$ cat config.mk
export PLATFORM = sky130hd
export DESIGN_NAME = tracker_row_sequencer_unit
export DESIGN_NICKNAME = d
export VERILOG_FILES = /design/src/rtl/core/trs_pkg.sv /design/src/rtl/core/tracker_row_sequencer_unit.sv
export VERILOG_INCLUDE_DIRS = /design/src /design/src/rtl/core
export SDC_FILE = /design/constraint.sdc
export NUM_CORES = 1
export LEC_CHECK = 0
export ABC_CLOCK_PERIOD_IN_PS = 14700
export BUFFER_PORTS_ARGS = -buffer_cell sky130_fd_sc_hd__clkbuf_2
export CAP_MARGIN = 20
export CORE_MARGIN = 2
export CORE_UTILIZATION = 44
export DETAILED_ROUTE_END_ITERATION = 8
export GPL_TIMING_DRIVEN = 0
export PLACE_DENSITY_LB_ADDON = 0.1
export SLEW_MARGIN = 20
export SYNTH_ARGS = -nofsm -noshare
export SYNTH_HDL_FRONTEND = slang
export SYNTH_SLANG_ARGS = --single-unit
$ cat constraint.sdc
create_clock -name i_clk -period 14.7 [get_ports i_clk]
set_input_delay 2.94 -clock i_clk [delete_from_list [all_inputs] [get_ports i_clk]]
set_output_delay 2.94 -clock i_clk [all_outputs]
set_load 0.02 [all_outputs]
$ cat src/rtl/core/tracker_row_sequencer_unit_defines.svh
// assertion macros shared by the sequencer rtl
`ifndef TRACKER_ROW_SEQUENCER_UNIT_DEFINES_SVH
`define TRACKER_ROW_SEQUENCER_UNIT_DEFINES_SVH

// same-cycle implication, checked on the rising edge of i_clk outside reset
`define TRS_ASSERT_IMP(label, ante, cons, msg) \
    label: assert property (@(posedge i_clk) disable iff (!i_rst_n) (ante) |-> (cons)) \
        else $error(msg);

// next-cycle implication, checked on the rising edge of i_clk outside reset
`define TRS_ASSERT_NEXT(label, ante, cons, msg) \
    label: assert property (@(posedge i_clk) disable iff (!i_rst_n) (ante) |=> (cons)) \
        else $error(msg);

`endif

$ cat src/rtl/core/trs_pkg.sv
`default_nettype none

package trs_pkg;

    // operation codes carried in the input tuser
    typedef enum logic [2:0] {
        OP_TICK      = 3'd0,
        OP_EFFECT    = 3'd1,
        OP_END_ROW   = 3'd2,
        OP_START     = 3'd3,
        OP_SET_TEMPO = 3'd4
    } t_opcode;

    // global effect kinds
    typedef enum logic [1:0] {
        FX_SPEED = 2'd0,
        FX_JUMP  = 2'd1,
        FX_SKIP  = 2'd2,
        FX_HALT  = 2'd3
    } t_effect;

    // register indexes on the configuration port
    localparam logic [1:0] REG_FRAME_RATE   = 2'd0;
    localparam logic [1:0] REG_PATTERN_ROWS = 2'd1;
    localparam logic [1:0] REG_FRAME_TOTAL  = 2'd2;
    localparam logic [1:0] REG_TEMPO_THR    = 2'd3;

    // arithmetic constants
    localparam logic [5:0] RELOAD_MUL  = 6'd60;
    localparam logic [4:0] STEP_MUL    = 5'd24;
    localparam int         DIV_BITS    = 13;
    localparam logic [3:0] DIV_LAST    = 4'(DIV_BITS - 1);

    // reset values
    localparam logic [7:0]  RST_FRAME_RATE   = 8'd60;
    localparam logic [8:0]  RST_PATTERN_ROWS = 9'd64;
    localparam logic [8:0]  RST_FRAME_TOTAL  = 9'd1;
    localparam logic [7:0]  RST_TEMPO_THR    = 8'd31;
    localparam logic [7:0]  RST_TEMPO        = 8'd150;
    localparam logic [7:0]  RST_SPEED        = 8'd6;
    localparam logic [12:0] RST_STEP         = 13'd600;

    // row and frame counts: zero acts as one, anything above 256 as 256
    function automatic logic [8:0] clamp_count(input logic [8:0] v);
        logic [8:0] r;
        if (v == 9'd0) begin
            r = 9'd1;
        end else if (v > 9'd256) begin
            r = 9'd256;
        end else begin
            r = v;
        end
        return r;
    endfunction

    // saturate a widened accumulator value back to 16 bits
    function automatic logic signed [15:0] sat16(input logic signed [17:0] v);
        logic signed [15:0] r;
        if (v < -18'sd32768) begin
            r = -16'sd32768;
        end else if (v > 18'sd32767) begin
            r = 16'sd32767;
        end else begin
            r = v[15:0];
        end
        return r;
    endfunction

endpackage

`default_nettype wire

$ cat src/rtl/core/tracker_row_sequencer_unit.sv
`default_nettype none

// Tracker row sequencer: every input transfer gives exactly one result transfer carrying
// the row-due flag, the play position and the halted flag. Ticks, halt effects, ignored
// jumps, end-of-row items and undefined codes load the result register in the cycle
// after acceptance. Speed or tempo effects, set tempo, and jumps and skips that are not
// ignored go through a shared restoring divider that settles one quotient bit per cycle;
// start runs the divider twice (frame, then row modulo). The input side is ready only
// when the divider is idle and the result register is empty or being taken.
// Configuration is a four-register APB port.

`include "tracker_row_sequencer_unit_defines.svh"

module tracker_row_sequencer_unit
    import trs_pkg::*;
(
    input  wire logic        i_clk,
    input  wire logic        i_rst_n,
    // input stream
    input  wire logic        i_s_tvalid,
    output logic             o_s_tready,
    // effect_param[7:0], start_frame[15:8], start_row[23:16], new_tempo[31:24],
    // new_speed[39:32]
    input  wire logic [39:0] i_s_tdata,
    // opcode[2:0], effect_kind[4:3]
    input  wire logic [4:0]  i_s_tuser,
    // result stream
    output logic             o_m_tvalid,
    input  wire logic        i_m_tready,
    // play_frame[7:0], play_row[15:8]
    output logic [15:0]      o_m_tdata,
    // row_due[0], is_halted[1]
    output logic [1:0]       o_m_tuser,
    // configuration port
    input  wire logic        i_psel,
    input  wire logic        i_penable,
    input  wire logic        i_pwrite,
    input  wire logic [3:0]  i_paddr,
    input  wire logic [31:0] i_pwdata,
    output logic [31:0]      o_prdata,
    output logic             o_pready
);

    typedef enum logic {
        S_IDLE,
        S_DIV
    } t_state;

    typedef enum logic [1:0] {
        DOP_STEP,
        DOP_JUMP,
        DOP_SFRAME,
        DOP_SROW
    } t_div_op;

    // input fields
    t_opcode     in_op;
    t_effect     in_kind;
    logic [7:0]  in_param;
    logic [7:0]  in_sframe;
    logic [7:0]  in_srow;
    logic [7:0]  in_ntempo;
    logic [7:0]  in_nspeed;

    assign in_op     = t_opcode'(i_s_tuser[2:0]);
    assign in_kind   = t_effect'(i_s_tuser[4:3]);
    assign in_param  = i_s_tdata[7:0];
    assign in_sframe = i_s_tdata[15:8];
    assign in_srow   = i_s_tdata[23:16];
    assign in_ntempo = i_s_tdata[31:24];
    assign in_nspeed = i_s_tdata[39:32];

    // registers
    t_state             r_state, n_state;
    t_div_op            r_dop, n_dop;
    logic [3:0]         r_cnt, n_cnt;
    logic [12:0]        r_quo, n_quo;
    logic [8:0]         r_rem, n_rem;
    logic [8:0]         r_dsr, n_dsr;
    logic [7:0]         r_srow_hold, n_srow_hold;

    logic [7:0]         r_frame_rate, n_frame_rate;
    logic [8:0]         r_pattern_rows, n_pattern_rows;
    logic [8:0]         r_frame_total, n_frame_total;
    logic [7:0]         r_tempo_thr, n_tempo_thr;

    logic [7:0]         r_cur_frame, n_cur_frame;
    logic [7:0]         r_cur_row, n_cur_row;
    logic [7:0]         r_pend_frame, n_pend_frame;
    logic [7:0]         r_pend_row, n_pend_row;
    logic               r_jump_pend, n_jump_pend;
    logic               r_halted, n_halted;
    logic [7:0]         r_tempo, n_tempo;
    logic [7:0]         r_speed, n_speed;
    logic signed [15:0] r_accum, n_accum;
    logic [12:0]        r_step, n_step;

    logic               r_out_valid, n_out_valid;
    logic               r_out_due, n_out_due;
    logic [7:0]         r_out_frame, n_out_frame;
    logic [7:0]         r_out_row, n_out_row;
    logic               r_out_halted, n_out_halted;

    // handshakes
    logic in_fire;
    logic out_fire;
    logic cfg_wr;

    assign o_s_tready = (r_state == S_IDLE) && (!r_out_valid || i_m_tready);
    assign in_fire    = i_s_tvalid && o_s_tready;
    assign out_fire   = r_out_valid && i_m_tready;
    assign cfg_wr     = i_psel && i_penable && i_pwrite;
    assign o_pready   = 1'b1;

    assign o_m_tvalid = r_out_valid;
    assign o_m_tdata  = {r_out_row, r_out_frame};
    assign o_m_tuser  = {r_out_halted, r_out_due};

    // register read-back
    always_comb begin
        unique case (i_paddr[3:2])
            REG_FRAME_RATE:   o_prdata = {24'd0, r_frame_rate};
            REG_PATTERN_ROWS: o_prdata = {23'd0, r_pattern_rows};
            REG_FRAME_TOTAL:  o_prdata = {23'd0, r_frame_total};
            REG_TEMPO_THR:    o_prdata = {24'd0, r_tempo_thr};
        endcase
    end

    // shared divider: one restoring step per cycle
    logic [9:0]  div_trial;
    logic        div_ge;
    logic [9:0]  div_diff;
    logic [8:0]  div_rem_nx;
    logic [12:0] div_quo_nx;

    assign div_trial  = {r_rem, r_quo[12]};
    assign div_ge     = div_trial >= {1'b0, r_dsr};
    assign div_diff   = div_trial - {1'b0, r_dsr};
    assign div_rem_nx = div_ge ? div_diff[8:0] : div_trial[8:0];
    assign div_quo_nx = {r_quo[11:0], div_ge};

    // tick arithmetic: reload then step, each saturated
    logic [13:0]        reload_amt;
    logic signed [17:0] acc_ext;
    logic signed [15:0] acc_loaded;
    logic signed [15:0] acc_ticked;
    logic               acc_le_zero;

    assign reload_amt  = 14'(r_frame_rate) * 14'(RELOAD_MUL);
    assign acc_ext     = 18'(r_accum);
    assign acc_le_zero = r_accum <= 16'sd0;
    assign acc_loaded  = acc_le_zero ? sat16(acc_ext + $signed({4'd0, reload_amt}))
                                     : r_accum;
    assign acc_ticked  = sat16(18'(acc_loaded) - $signed({5'd0, r_step}));

    // position helpers
    logic [8:0] ft_clamp;
    logic [8:0] pr_clamp;
    logic [8:0] row_inc;
    logic [8:0] frame_inc;
    logic [8:0] jump_target;
    logic       jump_ignored;
    logic [7:0] fx_param;

    assign ft_clamp     = clamp_count(r_frame_total);
    assign pr_clamp     = clamp_count(r_pattern_rows);
    assign row_inc      = {1'b0, r_cur_row} + 9'd1;
    assign frame_inc    = {1'b0, r_cur_frame} + 9'd1;
    assign jump_target  = (in_kind == FX_SKIP) ? frame_inc : {1'b0, in_param};
    assign jump_ignored = (jump_target == {1'b0, r_cur_frame}) && (r_cur_row == 8'd0);
    assign fx_param     = (in_param == 8'd0) ? 8'd1 : in_param;

    // sequencer and state update
    always_comb begin
        logic finish;
        logic due;
        logic [7:0] sp;
        finish = 1'b0;
        due    = 1'b0;
        sp     = 8'd0;

        n_state        = r_state;
        n_dop          = r_dop;
        n_cnt          = r_cnt;
        n_quo          = r_quo;
        n_rem          = r_rem;
        n_dsr          = r_dsr;
        n_srow_hold    = r_srow_hold;
        n_frame_rate   = r_frame_rate;
        n_pattern_rows = r_pattern_rows;
        n_frame_total  = r_frame_total;
        n_tempo_thr    = r_tempo_thr;
        n_cur_frame    = r_cur_frame;
        n_cur_row      = r_cur_row;
        n_pend_frame   = r_pend_frame;
        n_pend_row     = r_pend_row;
        n_jump_pend    = r_jump_pend;
        n_halted       = r_halted;
        n_tempo        = r_tempo;
        n_speed        = r_speed;
        n_accum        = r_accum;
        n_step         = r_step;
        n_out_valid    = r_out_valid && !out_fire;
        n_out_due      = r_out_due;
        n_out_frame    = r_out_frame;
        n_out_row      = r_out_row;
        n_out_halted   = r_out_halted;

        // configuration writes
        if (cfg_wr) begin
            unique case (i_paddr[3:2])
                REG_FRAME_RATE:   n_frame_rate   = i_pwdata[7:0];
                REG_PATTERN_ROWS: n_pattern_rows = i_pwdata[8:0];
                REG_FRAME_TOTAL:  n_frame_total  = i_pwdata[8:0];
                REG_TEMPO_THR:    n_tempo_thr    = i_pwdata[7:0];
            endcase
        end

        if (r_state == S_DIV) begin
            // divider running
            if (r_cnt == 4'd0) begin
                unique case (r_dop)
                    DOP_STEP: begin
                        n_step = div_quo_nx;
                        finish = 1'b1;
                    end
                    DOP_JUMP: begin
                        n_pend_frame = div_rem_nx[7:0];
                        finish = 1'b1;
                    end
                    DOP_SFRAME: begin
                        // frame done, now reduce the start row
                        n_cur_frame = div_rem_nx[7:0];
                        n_dop = DOP_SROW;
                        n_quo = 13'(r_srow_hold);
                        n_rem = 9'd0;
                        n_dsr = pr_clamp;
                        n_cnt = DIV_LAST;
                    end
                    DOP_SROW: begin
                        n_cur_row = div_rem_nx[7:0];
                        finish = 1'b1;
                    end
                endcase
                if (finish) begin
                    n_state = S_IDLE;
                end
            end else begin
                n_cnt = r_cnt - 4'd1;
                n_quo = div_quo_nx;
                n_rem = div_rem_nx;
            end
        end else if (in_fire) begin
            unique case (in_op)
                OP_TICK: begin
                    if (!r_halted) begin
                        n_accum = acc_ticked;
                        due = acc_le_zero;
                    end
                    finish = 1'b1;
                end
                OP_EFFECT: begin
                    unique case (in_kind)
                        FX_SPEED: begin
                            if (fx_param > r_tempo_thr) begin
                                n_tempo = fx_param;
                            end else begin
                                n_speed = fx_param;
                            end
                            n_dop   = DOP_STEP;
                            n_quo   = 13'(n_tempo) * 13'(STEP_MUL);
                            n_rem   = 9'd0;
                            n_dsr   = {1'b0, n_speed};
                            n_cnt   = DIV_LAST;
                            n_state = S_DIV;
                        end
                        FX_JUMP, FX_SKIP: begin
                            if (!jump_ignored) begin
                                n_pend_row  = 8'd0;
                                n_jump_pend = 1'b1;
                                n_dop   = DOP_JUMP;
                                n_quo   = 13'(jump_target);
                                n_rem   = 9'd0;
                                n_dsr   = ft_clamp;
                                n_cnt   = DIV_LAST;
                                n_state = S_DIV;
                            end else begin
                                finish = 1'b1;
                            end
                            // skip sets the target row even when the jump is ignored
                            if (in_kind == FX_SKIP) begin
                                n_pend_row = in_param;
                            end
                        end
                        FX_HALT: begin
                            n_halted = 1'b1;
                            finish = 1'b1;
                        end
                    endcase
                end
                OP_END_ROW: begin
                    if (r_jump_pend) begin
                        n_cur_frame = r_pend_frame;
                        n_cur_row   = r_pend_row;
                        n_jump_pend = 1'b0;
                    end else if (row_inc >= pr_clamp) begin
                        n_cur_row   = 8'd0;
                        n_cur_frame = (frame_inc >= ft_clamp) ? 8'd0 : frame_inc[7:0];
                    end else begin
                        n_cur_row = row_inc[7:0];
                    end
                    finish = 1'b1;
                end
                OP_START: begin
                    n_jump_pend = 1'b0;
                    n_halted    = 1'b0;
                    n_srow_hold = in_srow;
                    n_dop   = DOP_SFRAME;
                    n_quo   = 13'(in_sframe);
                    n_rem   = 9'd0;
                    n_dsr   = ft_clamp;
                    n_cnt   = DIV_LAST;
                    n_state = S_DIV;
                end
                OP_SET_TEMPO: begin
                    sp = (in_nspeed == 8'd0) ? 8'd1 : in_nspeed;
                    n_tempo = in_ntempo;
                    n_speed = sp;
                    n_accum = 16'sd0;
                    n_dop   = DOP_STEP;
                    n_quo   = 13'(in_ntempo) * 13'(STEP_MUL);
                    n_rem   = 9'd0;
                    n_dsr   = {1'b0, sp};
                    n_cnt   = DIV_LAST;
                    n_state = S_DIV;
                end
                default: begin
                    // undefined codes only report the position and the halted flag
                    finish = 1'b1;
                end
            endcase
        end

        // load the result register
        if (finish) begin
            n_out_valid  = 1'b1;
            n_out_due    = due;
            n_out_frame  = n_cur_frame;
            n_out_row    = n_cur_row;
            n_out_halted = n_halted;
        end
    end

    // state and registered outputs
    always_ff @(posedge i_clk) begin
        if (!i_rst_n) begin
            r_state        <= S_IDLE;
            r_dop          <= DOP_STEP;
            r_cnt          <= 4'd0;
            r_frame_rate   <= RST_FRAME_RATE;
            r_pattern_rows <= RST_PATTERN_ROWS;
            r_frame_total  <= RST_FRAME_TOTAL;
            r_tempo_thr    <= RST_TEMPO_THR;
            r_cur_frame    <= 8'd0;
            r_cur_row      <= 8'd0;
            r_pend_frame   <= 8'd0;
            r_pend_row     <= 8'd0;
            r_jump_pend    <= 1'b0;
            r_halted       <= 1'b0;
            r_tempo        <= RST_TEMPO;
            r_speed        <= RST_SPEED;
            r_accum        <= 16'sd0;
            r_step         <= RST_STEP;
            r_out_valid    <= 1'b0;
        end else begin
            r_state        <= n_state;
            r_dop          <= n_dop;
            r_cnt          <= n_cnt;
            r_frame_rate   <= n_frame_rate;
            r_pattern_rows <= n_pattern_rows;
            r_frame_total  <= n_frame_total;
            r_tempo_thr    <= n_tempo_thr;
            r_cur_frame    <= n_cur_frame;
            r_cur_row      <= n_cur_row;
            r_pend_frame   <= n_pend_frame;
            r_pend_row     <= n_pend_row;
            r_jump_pend    <= n_jump_pend;
            r_halted       <= n_halted;
            r_tempo        <= n_tempo;
            r_speed        <= n_speed;
            r_accum        <= n_accum;
            r_step         <= n_step;
            r_out_valid    <= n_out_valid;
        end
        r_quo        <= n_quo;
        r_rem        <= n_rem;
        r_dsr        <= n_dsr;
        r_srow_hold  <= n_srow_hold;
        r_out_due    <= n_out_due;
        r_out_frame  <= n_out_frame;
        r_out_row    <= n_out_row;
        r_out_halted <= n_out_halted;
    end

    // checks
    `TRS_ASSERT_IMP(a_div_no_result, r_state == S_DIV, !r_out_valid && !o_s_tready, "result pending while divider runs")
    `TRS_ASSERT_IMP(a_speed_nonzero, 1'b1, r_speed != 8'd0, "speed register holds zero")
    `TRS_ASSERT_NEXT(a_tick_one_cycle, in_fire && (in_op == OP_TICK), r_out_valid && (r_state == S_IDLE), "tick result not ready next cycle")

endmodule

`default_nettype wire

Word-level counts from Yosys, hierarchy flattened
Cells that the tools add are included.
Word-level totals
  register bits after elaboration: 178
  bits of input ports: 88
  word-level logic and storage cells: 220
Cells by class
  magnitude comparators: 11
  $add $sub $neg: 6
  reduce and logical (&&, ||, !) cells: 45
  bitwise logic cells: 3
  eq/ne operators: 24
  multiply operators: 3
  mux-type cells: 102
Operators with widths (number)
  two-way mux 8 bit: 27
  two-way mux 9 bit: 16
  case mux 32 bit (4 select lines): 1
  two-way mux 16 bit: 6
  two-way mux 13 bit: 5
  case mux 9 bit (2 select lines): 3
  case mux 13 bit (3 select lines): 1
  > comparator 17 x 16 -> 1 bit (second input constant): 2
  < comparator 17 x 16 -> 1 bit (second input constant): 2
  case mux 16 bit (2 select lines): 1
  case mux 8 bit (2 select lines): 2
  case mux 9 bit (3 select lines): 1
  case mux 13 bit (2 select lines): 1
  logical NOT 8 bit: 3
  multiplier 8 x 2 -> 10 bit (second input constant): 2
  two-way mux 4 bit: 5
  AND reduction 5 bit: 4
  adder 8 x 1 -> 9 bit (second input constant): 2
  greater-or-equal comparator 9 bit: 2
  > comparator 9 bit (second input constant): 2
  logical NOT 9 bit: 2
  two-way mux 1 bit: 18
  adder 16 x 15 -> 17 bit: 1
  subtractor 16 x 14 -> 17 bit: 1
  other kinds (39): 84

Depth between registers and ports, before layout
  depth after elaboration: 13
  gate-level depth with buffers: 33
  mapped depth without buffers: 33

Worst setup path before layout
OpenSTA, ideal clock, no wires.
  path kind: flip-flop to flip-flop
  start: reg r_frame_rate[0]
  end: reg r_accum[1]
  data arrival time: 7.040 ns
  library setup time: 0.119 ns
  data required time: 14.581 ns
  stages on the path, launching flop included: 31
  path slack: 7.541 ns
  path through: dfxtp_1 > fa_1 > inv_1 > fa_1 > inv_1 > fa_1 > a21oi_1 > nor2_1 > nor2_1 > o21bai_1 > a21oi_1 > xnor2_1 > ha_1 > a21oi_1 > and2b_2 > a2111o_1 > o21ba_2 > o21a_1 > nand2_1 > o21ai_0 > nand2b_1 > o221a_2 > ha_1 > a211oi_1 > o21ai_1 > a31o_2 > a21o_1 > o41a_1 > o41a_2 > buf_2 > o221a_1
Between the ends
  cells in the longest elaborated chain, start to end: 12
  elaborated cells between the ends (all ways): 14
  classes of those cells: add/sub (2); mul (1); order compare (4); mux (7)
RTL lines
  from (decl): line tracker_row_sequencer_unit.sv:82  | logic [7:0] r_frame_rate, n_frame_rate;
  from (signal assigned): line tracker_row_sequencer_unit.sv:379  | r_frame_rate <= n_frame_rate;
  multiplier 8 x 4 -> 12 bit (*): line tracker_row_sequencer_unit.sv:149  | assign reload_amt = 14'(r_frame_rate) * 14'(RELOAD_MUL);
  adder 16 x 15 -> 17 bit (*): line tracker_row_sequencer_unit.sv:152  | assign acc_loaded = acc_le_zero ? sat16(acc_ext + $signed({4'd0, reload_amt}))
  > comparator 17 x 16 -> 1 bit: line trs_pkg.sv:61  | end else if (v > 18'sd32767) begin
  two-way mux 16 bit: line trs_pkg.sv:61
  two-way mux 16 bit (*): line trs_pkg.sv:59  | if (v < -18'sd32768) begin
  two-way mux 16 bit (*): line tracker_row_sequencer_unit.sv:152
  subtractor 16 x 14 -> 17 bit (*): line tracker_row_sequencer_unit.sv:154  | assign acc_ticked = sat16(18'(acc_loaded) - $signed({5'd0, r_step}));
  > comparator 17 x 16 -> 1 bit: line trs_pkg.sv:61
  two-way mux 16 bit: line trs_pkg.sv:61
  two-way mux 16 bit (*): line trs_pkg.sv:59
  two-way mux 16 bit (*): line tracker_row_sequencer_unit.sv:256  | if (!r_halted) begin
  case mux 16 bit (2 select lines) (*): line tracker_row_sequencer_unit.sv:254  | unique case (in_op)
  to (signal assigned): line tracker_row_sequencer_unit.sv:391  | r_accum <= n_accum;
  to (decl): line tracker_row_sequencer_unit.sv:95  | logic signed [15:0] r_accum, n_accum;
Mark *: on every way between the ends. The rest lies on a longest branch, timed or not. The select of a mux whose other input is x is not followed.
A chain may end at the register's enable or synchronous reset.

Worst setup path after layout
  start: reg r_frame_rate[0]
  end: reg r_accum[11]
The elaborated chain is that of the path after synthesis.

==> flow_metrics.env <==
export IMPL_clkPwrFrac_pct=14.0
export IMPL_arrival_ns=8.49
export IMPL_postCtsSetupRepairBufs=0
export IMPL_outcome="complete, no violations"
export IMPL_routabilityCongestion=0.974
export IMPL_crit_fanout=10
export IMPL_area_growth_pct=12.5
export IMPL_routed_wl_um=42400
export IMPL_root_buffer="clkbuf_16"
export IMPL_peakVddDrop_mv=0.263
export IMPL_die_h_um=176
export IMPL_synth_cells=1523
export IMPL_drt_wirelength_per_cell_um=20.6
export IMPL_cts_sinks=178
export IMPL_port_buffers=85
export IMPL_maxCapViolCount=0
export IMPL_start_util_pct=44.8
export IMPL_io_pins=141
export IMPL_hold_viol=0
export IMPL_slowest_delay_ns=0.59
export IMPL_grt_setup_unrepaired="false"
export IMPL_slew_viol_final=0
export IMPL_dp_worst_setup_slack_ns=6.53
export IMPL_cp_startpoint="r_frame_rate[0]$_SDFFE_PN0P_"
export IMPL_ys_seq_area_share_pct=31.9
export IMPL_multi_input_area_mm2=0.00801
export IMPL_r2r_worst_path_cells=32
export IMPL_cts_resized=0
export IMPL_finalCriticalPeriod_ns=8.18
export IMPL_yosys_top_cells_area="dfxtp_1, edfxtp_1, ha_1"
export IMPL_timing_rr_start="r_frame_rate[0]$_SDFFE_PN0P_"
export IMPL_swShare_pct=48.6
export IMPL_core_area_mm2=0.0289
export IMPL_cp_start_kind="register"
export IMPL_antenna_left=0
export IMPL_drc_errors=0
export IMPL_tightest_slew_ns=1.12
export IMPL_dieArea_mm2=0.0308
export IMPL_ys_ff_latch=178
export IMPL_whs_endpoint="r_tempo[5]$_SDFFE_PN0P_"
export IMPL_cts_clk_slew_worst_paths_ns=0.08
export IMPL_min_path_cells=2
export IMPL_die_x_um=176
export IMPL_grt_total_usage_pct=27.4
export IMPL_grt_pass1_vias=10800
export IMPL_drive_above_1_share_pct=11.9
export IMPL_crit_top_cell="a21oi_1"
export IMPL_timing_rr_end="r_accum[11]$_SDFFE_PN0P_"
export IMPL_cts_tree="done"
export IMPL_first_iter_violations=993
export IMPL_layout_nets=1857
export IMPL_critPathRequiredTime_ns=15.01
export IMPL_power_internal_mw=1.72
export IMPL_fmax_ghz=0.122
export IMPL_num_vias=11900
export IMPL_grt_pass1_wl_um=64000
export IMPL_critPathBufInv=5
export IMPL_instances_no_fill=2054
export IMPL_overflow=0
export IMPL_synth_edff_count=57
export IMPL_cp_end_kind="register"
export IMPL_setup_slack_ns=6.52
export IMPL_hold_buffers=0
export IMPL_avgSynthCellArea_um2=8.50
export IMPL_row_count=62
export IMPL_combPwrFrac_pct=68.3
export IMPL_setup_tns_ns=0
export IMPL_cts_buffers_inserted=17
export IMPL_drtPass1Iterations=5
export IMPL_path_class="register to register"
export IMPL_worst_hold_path_type="register to register"
export IMPL_antenna_found_initial=2
export IMPL_skew_ns=0.0171
export IMPL_seq_power_share_pct=17.7
export IMPL_crit_slowest_cell="fa_1"
export IMPL_regArea_mm2=0.00413
export IMPL_viasPerCell=5.80
export IMPL_fillers=2861
export IMPL_synthDistinctLibCells=95
export IMPL_clock_latency_ns=0.45
export IMPL_power_per_cell_area_mw_per_mm2=230
export IMPL_htree_levels=4
export IMPL_yosys_warnings=0
export IMPL_cp_top_family="compound AO/OA/AOI/OAI gates"
export IMPL_finalSetupViolations=0
export IMPL_grt_max_degree=17
export IMPL_netlist_area_mm2=0.0129
export IMPL_synth_ff_type="dfxtp_1"
export IMPL_ff2ff_setup_slack_ns=6.52
export IMPL_hpwlAfterDp_um=33100
export IMPL_min_period_over_period_pct=55.7
export IMPL_clockBufferDepth=2
export IMPL_numPlacedInstances=2017
export IMPL_p_leak_nw=6.09
export IMPL_synth_top_area_share_pct=18.7
export IMPL_relSlewSlack_pct=25.5
export IMPL_switching_power_mw=1.63
export IMPL_hold_start="r_tempo[5]$_SDFFE_PN0P_"
export IMPL_async_reset_ff_share_pct=0
export IMPL_yosys_area_top_type="dfxtp_1"
## flip-flops by register name (all words and copies together), names as in the netlist, 9 cells and up
name,flops
r_accum,16
r_dsr,9
r_frame_total,9
r_pattern_rows,9
r_quo,13
r_rem,9
r_step,13
## power groups by stage
stage	clock (mW)	combinational (mW)	sequential [mW]
after global placement	0	2.25	0.603
final	0.470	2.29	0.593
after floorplan	0	1.77	0.594
after CTS	0.474	2.27	0.591
after global routing	0.494	2.54	0.598
after detailed placement	0	2.25	0.602
## worst reg2reg max path, delay by kind of cell, from the launching register on
family	cells	cell delay (ns)
compound gates	18	4.34
fa+ha+maj	6	2.29
buf+inv	5	0.63
flops	1	0.40
xor+xnor	1	0.20
simple gates	2	0.20
## Yosys cell counts, types with 10 or more instances
| master | n |
|---|---|
| clkbuf_1 | 70 |
| nand2_1 | 156 |
| o211ai_1 | 17 |
| mux2i_1 | 30 |
| o21ai_0 | 79 |
| edfxtp_1 | 57 |
| a22oi_1 | 20 |
| o21bai_1 | 11 |
| o21a_1 | 14 |
| nor2b_1 | 16 |
| fa_1 | 18 |
| nor3_1 | 23 |
| inv_1 | 102 |
| a31oi_1 | 11 |
| a21o_1 | 23 |
| or3_1 | 10 |
| and3_1 | 10 |
| dfxtp_1 | 121 |
| nand3_1 | 23 |
| and2_1 | 23 |
| nand2b_1 | 21 |
| nor2_1 | 128 |
| a21oi_1 | 130 |
| a211oi_1 | 30 |
| xor2_1 | 20 |
| mux2_2 | 13 |
| ha_1 | 99 |
| buf_4 | 26 |
| nor4_1 | 18 |
| xnor2_1 | 39 |
## layer usage
metal,wire length (um),global-route usage (%),part of all wire (%)
met1,19600,39.4,46
met2,18300,40.7,43
met3,3530,5.97,8.3
met4,952,8.75,2.2
met5,0,0,0
## how the worst max path moves through the flow
stage	endpoint	slack [ns]	cells after the start
finish	r_accum[11]$_SDFFE_PN0P_	6.52	32
global placement	r_out_row[0]$_DFFE_PP_	6.36	10
CTS	r_accum[11]$_SDFFE_PN0P_	6.51	32
global route	r_accum[11]$_SDFFE_PN0P_	5.95	31
detailed placement	r_accum[11]$_SDFFE_PN0P_	6.53	32
floorplan	r_accum[1]$_SDFFE_PN0P_	7.54	30
## stage by stage
stage          hold slack [ns]  utilization (%)  total power [mW]  cell area [um^2]
3_3_place_gp             0.436             48.3              2.85             13900
2_1_floorplan            0.428                -              2.37             13000
3_5_place_dp             0.448             48.4              2.85             14000
6_report                 0.457             50.5              3.35             14600
4_1_cts                  0.459             50.4              3.33             14500
5_1_grt                  0.474             50.4              3.64             14500
## cell type report
type,instances,share of cell area (%)
Buffer,105,3.40
Tap cell,384,3.30
Clock buffer,20,3.21
Antenna cell,5,0.0859
Clock inverter,12,0.808
Timing Repair Buffer,88,3.04
Sequential cell,178,28.4
Multi-Input combinational cell,1157,55.0
Inverter,105,2.71
## cell usage in the layout, fill, tap and decap left out, drive strengths merged, types with 14 or more instances in the layout
master  netlist  routed
a211oi       31      31
xnor2        39      39
nand2       156     156
o21ai        84      84
a22oi        20      20
dfxtp       121     121
and2         24      24
nor2b        16      16
buf          35      38
conb          2      24
xor2         20      20
a21o         23      23
inv         103     109
nor3         24      24
ha           99      99
mux2i        30      30
nand3        23      23
nor4         19      19
edfxtp       57      57
clkbuf       70     175
o21a         14      14
nor2        129     129
o211ai       17      17
fa           18      18
a21oi       130     130
nand2b       21      21
## kinds of logic (layout without fill, tap and decap cells)
| group | count (synthesis) | after routing | synth area share, % |
|---|---|---|---|
| AND/OR/NAND/NOR | 470 | 470 | 17.6 |
| AO/OA/AOI/OAI | 436 | 436 | 22.4 |
| buffers and inverters | 210 | 330 | 6.87 |
| flip-flops | 178 | 178 | 31.9 |
| adder cells (fa/ha/maj) | 117 | 117 | 12.4 |
| XOR/XNOR | 59 | 59 | 3.99 |
| multiplexers | 51 | 51 | 4.84 |
| other | 2 | 29 | 0.0580 |
(Power assumes the default switching activity.)
